File: config.mk
export PLATFORM = sky130hd
export DESIGN_NAME = btmx_walker
export DESIGN_NICKNAME = d
export VERILOG_FILES = /design/src/rtl/btmx_pkg.sv /design/src/rtl/btmx_walker.sv
export VERILOG_INCLUDE_DIRS = /design/src /design/src/rtl
export SDC_FILE = /design/constraint.sdc
export NUM_CORES = 1
export LEC_CHECK = 0
export BUFFER_PORTS_ARGS = -buffer_cell sky130_fd_sc_hd__buf_2
export CAP_MARGIN = 10
export CORE_MARGIN = 2
export CORE_UTILIZATION = 50
export CTS_CLUSTER_SIZE = 28
export DETAILED_ROUTE_END_ITERATION = 6
export PLACE_DENSITY = 0.76
export SYNTH_ARGS = -nofsm -noshare
export SYNTH_HDL_FRONTEND = slang
export SYNTH_SLANG_ARGS = --single-unit
File: constraint.sdc
create_clock -name clk -period 5.65 [get_ports clk]
set_input_delay 0.8475 -clock clk [delete_from_list [all_inputs] [get_ports clk]]
set_output_delay 0.8475 -clock clk [all_outputs]
set_load 0.02 [all_outputs]
File: src/rtl/binary_trie_max_xor_core_defines.svh
// Assertion macros shared by the trie max-XOR core.
`ifndef BINARY_TRIE_MAX_XOR_CORE_DEFINES_SVH
`define BINARY_TRIE_MAX_XOR_CORE_DEFINES_SVH

`ifndef SYNTHESIS
// Property must hold on every clock edge outside reset.
`define BTMX_ASSERT(label, prop, msg) \
	label: assert property (@(posedge clk) disable iff (!arst_n) (prop)) else $error(msg);
// Condition must never be seen outside reset.
`define BTMX_ASSERT_NEVER(label, cond, msg) \
	label: assert property (@(posedge clk) disable iff (!arst_n) !(cond)) else $error(msg);
`else
`define BTMX_ASSERT(label, prop, msg)
`define BTMX_ASSERT_NEVER(label, cond, msg)
`endif

`endif

File: src/rtl/btmx_pkg.sv
// Shared types and constants of the trie max-XOR core.
`timescale 1ns / 1ps

package btmx_pkg;

	localparam int KEY_FIELD_W = 31;
	localparam int IN_TDATA_W  = 32;
	localparam int OUT_TDATA_W = 40;

	localparam logic MODE_INSERT = 1'b0;
	localparam logic MODE_QUERY  = 1'b1;

	typedef logic [KEY_FIELD_W-1:0] key_field_t;

	typedef struct packed {
		logic       mode;
		key_field_t key;
	} item_t;

	typedef struct packed {
		key_field_t max_xor;
		logic       found;
		logic       pool_full;
	} result_t;

	typedef enum logic [2:0] {
		ST_IDLE = 3'b001,
		ST_WALK = 3'b010,
		ST_FIN  = 3'b100
	} state_t;

endpackage

File: src/rtl/btmx_walker.sv
// Trie walk sequencer: node allocation, query descent and result build.
`timescale 1ns / 1ps
`include "binary_trie_max_xor_core_defines.svh"

module btmx_walker #(
	parameter int NODE_COUNT = 4096,
	parameter int KEY_BITS   = 31,
	parameter int IDX_W      = 12
) (
	input  logic              clk,
	input  logic              arst_n,
	input  logic              req_valid,
	output logic              req_ready,
	input  btmx_pkg::item_t   req,
	output logic              res_valid,
	input  logic              res_ready,
	output btmx_pkg::result_t res,
	output logic [IDX_W-1:0]  rd_addr,
	output logic [IDX_W-1:0]  wr_addr,
	output logic              wr_en,
	output logic [IDX_W-1:0]  wr_zero,
	output logic [IDX_W-1:0]  wr_one,
	input  logic [IDX_W-1:0]  rd_zero,
	input  logic [IDX_W-1:0]  rd_one
);

	localparam int NF_W  = IDX_W + 1;
	localparam int LVL_W = (KEY_BITS > 1) ? $clog2(KEY_BITS) : 1;
	localparam logic [NF_W-1:0] NF_LIMIT = NF_W'(NODE_COUNT - KEY_BITS);

	typedef logic [KEY_BITS-1:0] kb_t;
	typedef logic [LVL_W-1:0]    lvl_t;

	btmx_pkg::state_t state_q;
	lvl_t             lvl_q;
	kb_t              key_q;
	kb_t              res_q;
	logic [IDX_W-1:0] node_q;
	logic             mode_q;
	logic             alloc_q;
	logic [NF_W-1:0]  nf_q;
	logic             nonempty_q;
	logic             found_q;
	logic             full_q;

	logic             bit_c;
	logic             root_blank;
	logic [IDX_W-1:0] child0;
	logic [IDX_W-1:0] child1;
	logic [IDX_W-1:0] same_c;
	logic [IDX_W-1:0] opp_c;
	logic [IDX_W-1:0] keep_c;
	logic [IDX_W-1:0] nf_idx;
	logic [IDX_W-1:0] nxt;
	logic             take_opp;
	logic             need_alloc;
	logic             walking;
	logic             accept;
	logic             refuse;

	assign walking   = (state_q == btmx_pkg::ST_WALK);
	assign req_ready = (state_q == btmx_pkg::ST_IDLE);
	assign accept    = req_valid && req_ready;
	assign refuse    = (nf_q > NF_LIMIT);
	assign nf_idx    = nf_q[IDX_W-1:0];

	// Root entries hold stale contents until the first insert writes them.
	assign root_blank = !nonempty_q && (node_q == '0);
	assign bit_c      = key_q[lvl_q];
	assign child0     = root_blank ? '0 : rd_zero;
	assign child1     = root_blank ? '0 : rd_one;
	assign same_c     = bit_c ? child1 : child0;
	assign opp_c      = bit_c ? child0 : child1;
	assign take_opp   = (opp_c != '0);
	assign need_alloc = alloc_q || (same_c == '0);
	// Fresh nodes have no other child; an existing node keeps its own.
	assign keep_c     = alloc_q ? '0 : opp_c;

	always_comb begin
		if (mode_q == btmx_pkg::MODE_QUERY) begin
			nxt = take_opp ? opp_c : same_c;
		end else begin
			nxt = need_alloc ? nf_idx : same_c;
		end
	end

	assign rd_addr = walking ? nxt : '0;
	assign wr_addr = node_q;
	assign wr_en   = walking && (mode_q == btmx_pkg::MODE_INSERT) && need_alloc;
	assign wr_zero = bit_c ? keep_c : nf_idx;
	assign wr_one  = bit_c ? nf_idx : keep_c;

	always_ff @(posedge clk or negedge arst_n) begin
		if (!arst_n) begin
			state_q    <= btmx_pkg::ST_IDLE;
			nf_q       <= NF_W'(1);
			nonempty_q <= 1'b0;
		end else begin
			case (state_q)
				btmx_pkg::ST_IDLE: begin
					if (accept) begin
						if (req.mode == btmx_pkg::MODE_INSERT) begin
							state_q <= refuse ? btmx_pkg::ST_FIN : btmx_pkg::ST_WALK;
						end else begin
							state_q <= nonempty_q ? btmx_pkg::ST_WALK : btmx_pkg::ST_FIN;
						end
					end
				end
				btmx_pkg::ST_WALK: begin
					if (wr_en) begin
						nf_q <= nf_q + NF_W'(1);
					end
					if (lvl_q == '0) begin
						state_q <= btmx_pkg::ST_FIN;
						if (mode_q == btmx_pkg::MODE_INSERT) begin
							nonempty_q <= 1'b1;
						end
					end
				end
				btmx_pkg::ST_FIN: begin
					if (res_ready) begin
						state_q <= btmx_pkg::ST_IDLE;
					end
				end
				default: begin
					state_q <= btmx_pkg::ST_IDLE;
				end
			endcase
		end
	end

	always_ff @(posedge clk) begin
		if (accept) begin
			key_q   <= kb_t'(req.key);
			mode_q  <= req.mode;
			res_q   <= '0;
			node_q  <= '0;
			alloc_q <= 1'b0;
			lvl_q   <= lvl_t'(KEY_BITS - 1);
			found_q <= (req.mode == btmx_pkg::MODE_QUERY) && nonempty_q;
			full_q  <= (req.mode == btmx_pkg::MODE_INSERT) && refuse;
		end else if (walking) begin
			node_q <= nxt;
			lvl_q  <= lvl_q - lvl_t'(1);
			if (mode_q == btmx_pkg::MODE_QUERY) begin
				res_q[lvl_q] <= take_opp;
			end else begin
				alloc_q <= need_alloc;
			end
		end
	end

	assign res_valid     = (state_q == btmx_pkg::ST_FIN);
	assign res.max_xor   = btmx_pkg::key_field_t'(res_q);
	assign res.found     = found_q;
	assign res.pool_full = full_q;

	`BTMX_ASSERT(a_nf_bound, nf_q <= NF_W'(NODE_COUNT), "node pool overrun")
	`BTMX_ASSERT_NEVER(a_rw_same, wr_en && (rd_addr == wr_addr), "read and write hit one node")
	`BTMX_ASSERT(a_nf_step, wr_en |=> (nf_q == $past(nf_q) + NF_W'(1)), "allocation count slip")
	`BTMX_ASSERT(a_alloc_sticky, (walking && alloc_q) |=> (alloc_q || res_valid), "tail dropped")

endmodule

==> results of run 1 <==
[metal layers]
layer | vias to the layer above | global-route usage | wire [um]
li1 | 2298 | - | -
met1 | 2302 | 0.341 | 6220
met2 | 232 | 0.383 | 6640
met3 | 27 | 0.0532 | 1260
met4 | 0 | 0.0824 | 242
met5 | - | 0 | 0
[per-stage QoR]
| step | utilization | setup slack (ns) | instance area [um^2] |
|---|---|---|---|
| 4_1_cts | 0.585 | 0.826 | 6310 |
| 3_3_place_gp | 0.566 | 1.32 | 6110 |
| 2_1_floorplan | - | 2.25 | 5520 |
| 3_5_place_dp | 0.566 | 1.27 | 6110 |
| 5_1_grt | 0.585 | 0.511 | 6310 |
| 6_report | 0.585 | 0.819 | 6310 |
[cell families (layout without fill, tap and decap cells)]
group / count (synthesis) / after routing / synth area share
and+or+nand+nor: 197 / 197 / 0.178
muxes: 24 / 24 / 0.0504
AOI/OAI and AO/OA: 155 / 155 / 0.226
xor gates and xnor gates: 16 / 16 / 0.0254
DFF: 100 / 100 / 0.440
buffers and inverters: 62 / 170 / 0.0631
adders and majority gates: 7 / 7 / 0.0159
[cell usage after synthesis, types with 3 or more instances]
master,number,area share
nand3_1,31,0.028
buf_2,7,0.0063
a311oi_2,22,0.060
ha_1,7,0.016
nor2_1,18,0.012
nand2_1,84,0.057
nor3b_4,3,0.010
a21oi_1,44,0.040
o31ai_1,4,0.0054
inv_1,6,0.0041
nor3_1,10,0.0091
dfrtp_1,15,0.068
o21a_1,6,0.0082
and3_1,9,0.010
nand4_1,10,0.011
mux2_2,15,0.031
edfxtp_1,34,0.19
a22oi_2,4,0.0091
and2_1,7,0.0079
nand2b_1,3,0.0034
dfxtp_1,49,0.18
o211ai_1,4,0.0054
buf_1,6,0.0041
buf_6,12,0.024
mux2i_1,5,0.0091
o21ai_0,17,0.015
a22oi_1,6,0.0082
buf_4,4,0.0054
nor4_1,10,0.011
a311oi_1,10,0.016
o31a_1,3,0.0048
xnor2_1,15,0.024
clkbuf_1,24,0.016
a31oi_1,10,0.011
o221ai_1,4,0.0063
[cell type report]
cell class,instances,share of cell area
multi-input cells,399,0.434
flip-flops and latches,100,0.385
repair buffers,146,0.117
well taps,140,0.0278
clock buffers,10,0.0202
clock inverters,6,0.0111
inverters,8,0.00476
[power by group through the flow]
stage	combinational, mW	clock [mW]	sequential [mW]
final	2.14	0.478	1.01
after floorplan	1.73	0	0.994
after CTS	2.11	0.483	1.01
after global routing	2.32	0.514	1.02
after global placement	2.06	0	1.02
after detailed placement	2.10	0	1.02
[final timing paths]
check | start | end
max | lvl_q[1] | rd_addr[0]
min | arst_n | nf_q[3]
max reg2reg | lvl_q[1] | res_q[8]
min reg2reg | nf_q[12] | nf_q[12]
max in group asynchronous | arst_n | state_q[0]
min in group clk | nf_q[12] | nf_q[12]
[state kept, by name, summed over array words and instances (netlist names), 3 cells and up]
name     count
res_q       31
lvl_q        5
wr_addr     12
state_q      3
key_q       31
nf_q        13
[worst register-to-register path, delay by kind of cell, from the launching register on]
| family | cells | cell delay [ns] |
|---|---|---|
| AOI/OAI and AO/OA | 4 | 1.04 |
| DFF | 1 | 0.90 |
| buffers and inverters | 1 | 0.39 |
| muxes | 1 | 0.42 |
| and+or+nand+nor | 3 | 0.90 |
==> flow_summary.toml, run 1 <==
[synth]
synth.net_count = 628
ys_ff_latch = 100
synthFlopType = "dfxtp_1"
yosysWarnings = 0
synthArstFlopShare = 0.170
syn-cell-area_um2 = 5520
synth_edf_count = 34
syn_avg_cell_area_um2 = 9.83
ys_seq_area_frac = 0.440
netlist_instances = 561
ys_types = 68

[placed_design]
hpwlAfterDp_um = 10300
placed_cells = 793
gp_congestion = 0.959
numPortBuffers = 143

[routing]
antenna_left = 0
first_pass_iters = 5
wl_per_cell_um = 17.7
drt-initial-drc-count = 546
vias = 4859
wirelength_um = 14400
post-route-drc-count = 0
vias_per_cell = 6.01

[floorplan]
die_y_um = 109
die_x_um = 109
floorplan.initialDensity = 0.511
die-area_um2 = 11900
io_pins = 144
coreArea_um2 = 10800
num_rows = 38

[finish]
final_cell_mix = "buf_2, nand2_1, dfxtp_1"
final-seq-area_um2 = 2430
area_growth_pct = 14.4
diodes = 0
final_cells = 809
n_fill_cell = 918
drive_above_1_share = 0.330
final_common_cell = "buf_2"
multi_input_area_um2 = 2740
final_nets = 731

[power_and_ir_drop]
cellPowerDensity_nw_per_um2 = 574
ir_worst_vdd_mv = 0.467
power.switching_mw = 1.90
p_leak_nw = 2.65
power.share.sequential = 0.278
p_comb_frac = 0.590
power_mw = 3.62
intPower_mw = 1.72
sw_frac_of_total = 0.526
clock_power_share = 0.132

[setup_path]
start_kind = "flop"
rrSetupSlack_ns = 1.82
worst_r2r_path_depth = 9
crit_family = "multiplexers"
path_cells = "mux2_2 -> a22o_1 -> a311oi_1 -> o22a_2 -> nand2_1 -> mux2i_2 -> nand2_1 -> nand2_1 -> buf_2"
cp-end-kind = "output port"
cp.buffers_inverters = 1
path_max_fanout = 21
crit_slowest_cell = "dfxtp_1"
critical_path_class = "flop to output port"
crit_required_ns = 4.80
cpMostUsedCell = "nand2_1"
critical_path.max_stage_delay_ns = 0.90
crit_arrival_ns = 3.98
path_depth = 9

[timing]
setup_tns_ns = 0
hold_ws_ns = 0.369
slew_headroom = 0.362
finalCriticalPeriod_ns = 4.83
hold_viol_final = 0
tightest_slew_ns = 0.950
rsz0062_at_grt = "no"
finalCritPeriodShare = 0.855
clock.fmax_mhz = 207
skew_ns = 0.0247
setup-violations-final = 0
slew_violations = 0

[grt]
grt.overflow.total = 0
antenna_found_initial = 0
grt_max_degree = 68
grt_pass1_wl_um = 22800
grt_util_all_layers = 0.246
grt_pass1_vias = 4504

[clock_tree]
post_cts_resized = 0
post_cts_buffers = 0
clock-root-buffer = "clkbuf_8"
clock_sinks = 100
cts_made_buffers = 9
clk_pin_slew_ns = 0.11
cts_hold_buf = 0
cts_max_level = 3
cts_tree = "yes"
clock_path_buffers = 2
insertion_delay_ns = 0.37

[min_path]
hp-class = "primary input to asynchronous set/reset pin"

[flow_run]
maxCapViolations = 0

[run_status]
status = "complete, no violations"
Note: power is estimated with default switching activity, not from simulation.
==> inputs of run 2 (changes only) <==
==> constraint.sdc (replaced) <==
create_clock -name clk -period 5.65 [get_ports clk]
set_input_delay 0 -clock clk [delete_from_list [all_inputs] [get_ports clk]]
set_output_delay 0 -clock clk [all_outputs]
set_load 0.02 [all_outputs]
==> run 2 against run 1 <==
Compared with the run above:
- non-clock buffer count increased by 42
- register-to-register slack got worse by 0.32 ns
- worst hold slack lost 0.34 ns
- die area is the same
- global-route usage grew 2.0 points
- largest cell class unchanged
==> flow_summary.toml, run 2 (synthesis results as in run 1) <==
[routing]
antenna_left = 0
wl_per_cell_um = 18.2
wirelength_um = 15400
drt-initial-drc-count = 495
post-route-drc-count = 0
first_pass_iters = 5
vias = 5008
vias_per_cell = 5.88

[power_and_ir_drop]
ir_worst_vdd_mv = 0.633
power.switching_mw = 1.87
clock_power_share = 0.119
power.share.sequential = 0.283
sw_frac_of_total = 0.522
p_leak_nw = 2.83
intPower_mw = 1.71
cellPowerDensity_nw_per_um2 = 533
p_comb_frac = 0.598

[placed_design]
gp_congestion = 0.906
numPortBuffers = 143
hpwlAfterDp_um = 10700

[clock_tree]
post_cts_resized = 0
clk_pin_slew_ns = 0.10
cts_made_buffers = 9
post_cts_buffers = 0
clock_path_buffers = 2
cts_tree = "yes"
clock_sinks = 100
cts_max_level = 3
clock-root-buffer = "clkbuf_8"
insertion_delay_ns = 0.37

[setup_path]
path_max_fanout = 21
crit_required_ns = 5.97
cp.buffers_inverters = 1
path_cells = "mux2_2 -> a22o_1 -> a311oi_1 -> o22a_2 -> nand2_1 -> mux2i_2 -> a22oi_1 -> a21oi_1 -> dlygate4sd3_1"
rrSetupSlack_ns = 1.50
critical_path.max_stage_delay_ns = 0.87
crit_arrival_ns = 4.47
crit_family = "compound AO/OA/AOI/OAI gates"
start_kind = "flop"
critical_path_class = "flop to flop"
cp-end-kind = "flop"
crit_slowest_cell = "dfxtp_1"

[timing]
setup_tns_ns = 0
slew_violations = 0
skew_ns = 0.0143
finalCriticalPeriod_ns = 4.15
setup-violations-final = 0
tightest_slew_ns = 1.10
slew_headroom = 0.269
finalCritPeriodShare = 0.734
clock.fmax_mhz = 241
rsz0062_at_grt = "no"
hold_viol_final = 0

[grt]
grt_max_degree = 51
grt_pass1_wl_um = 24500
antenna_found_initial = 0
grt_pass1_vias = 4839
grt_util_all_layers = 0.266
grt.overflow.total = 0

[finish]
final_nets = 773
multi_input_area_um2 = 2740
final-seq-area_um2 = 2430
drive_above_1_share = 0.311
diodes = 0
utilization = 0.621
area_growth_pct = 21.5
final_common_cell = "buf_2"
n_fill_cell = 876
largestRegisters = "key_q: 31 flops, res_q: 31 flops, nf_q: 13 flops"
final_cell_mix = "buf_2, nand2_1, dfxtp_1"

[flow_run]
maxCapViolations = 0

[floorplan]
floorplan.initialDensity = 0.511
die_x_um = 109
die-area_um2 = 11900
io_pins = 144
num_rows = 38
coreArea_um2 = 10800
die_y_um = 109

[run_status]
status = "complete, no violations"

[min_path]
hp-class = "primary input to flop"
[run 2: changes by cell type in the layout (fill, tap and decap cells not counted)]
cell / previous run / this run
clkinvlp_4: 1 / 0
dlygate4sd3_1: 0 / 42
inv_6: 2 / 1
clkinv_4: 0 / 1
clkinv_2: 0 / 1
bufinv_16: 1 / 0
clkbuf_2: 0 / 1
[run 2: timing repair]
item / in CTS / in global routing
setup endpoints to repair: 0 / 0
hold buffers: 42 / 0
hold endpoints to repair: 57 / 0
[run 2: tightest hold or removal path, cell delays in order]
cell and delay [ns]:
buf_2 0.15, o211ai_1 0.12, a31oi_1 0.09
[run 2: routing by layer]
layer / vias up / wire (um) / track usage
met4: 0 / 318 / 0.0934
li1: 2374 / - / -
met1: 2371 / 6560 / 0.358
met3: 35 / 1200 / 0.0580
met2: 228 / 7360 / 0.424
met5: - / 0 / 0
[run 2: power groups by stage]
stage / Combinational [mW] / Sequential [mW] / Clock (mW)
after floorplan: 1.73 / 0.994 / 0
after global placement: 2.05 / 1.02 / 0
after detailed placement: 2.09 / 1.02 / 0
after CTS: 2.13 / 1.01 / 0.429
after global routing: 2.34 / 1.03 / 0.461
final: 2.14 / 1.01 / 0.424
[run 2: area by class of cell]
| type | instances | share of cell area |
|---|---|---|
| clock buffers | 11 | 0.0198 |
| multi-input cells | 399 | 0.409 |
| clock inverters | 5 | 0.00560 |
| well taps | 140 | 0.0261 |
| inverters | 8 | 0.00448 |
| repair buffers | 188 | 0.173 |
| flip-flops and latches | 100 | 0.363 |
[run 2: worst paths after layout]
path                       depth (start not counted)         end       start
max in group asynchronous                          2  state_q[0]      arst_n
max reg2reg                                        9  wr_addr[2]    lvl_q[1]
min reg2reg                                        1    nf_q[12]    nf_q[12]
min in group asynchronous                          2     nf_q[8]      arst_n
min                                                3  wr_addr[5]  rd_zero[5]
max                                                9  wr_addr[2]    lvl_q[1]
[run 2: per-stage QoR]
step | power (mW) | instance area (um^2) | std cells | hold WS, ns | setup WS, ns
finish | 3.57 | 6700 | 851 | 0.0313 | 1.50
detailed placement | 3.11 | 6110 | 793 | -0.0556 | 1.96
CTS | 3.57 | 6700 | 851 | 0.0169 | 1.61
floorplan | 2.73 | 5520 | 561 | -0.296 | 2.45
global placement | 3.06 | 6110 | 793 | -0.0696 | 2.20
global route | 3.83 | 6700 | 851 | 0.0349 | 1.30
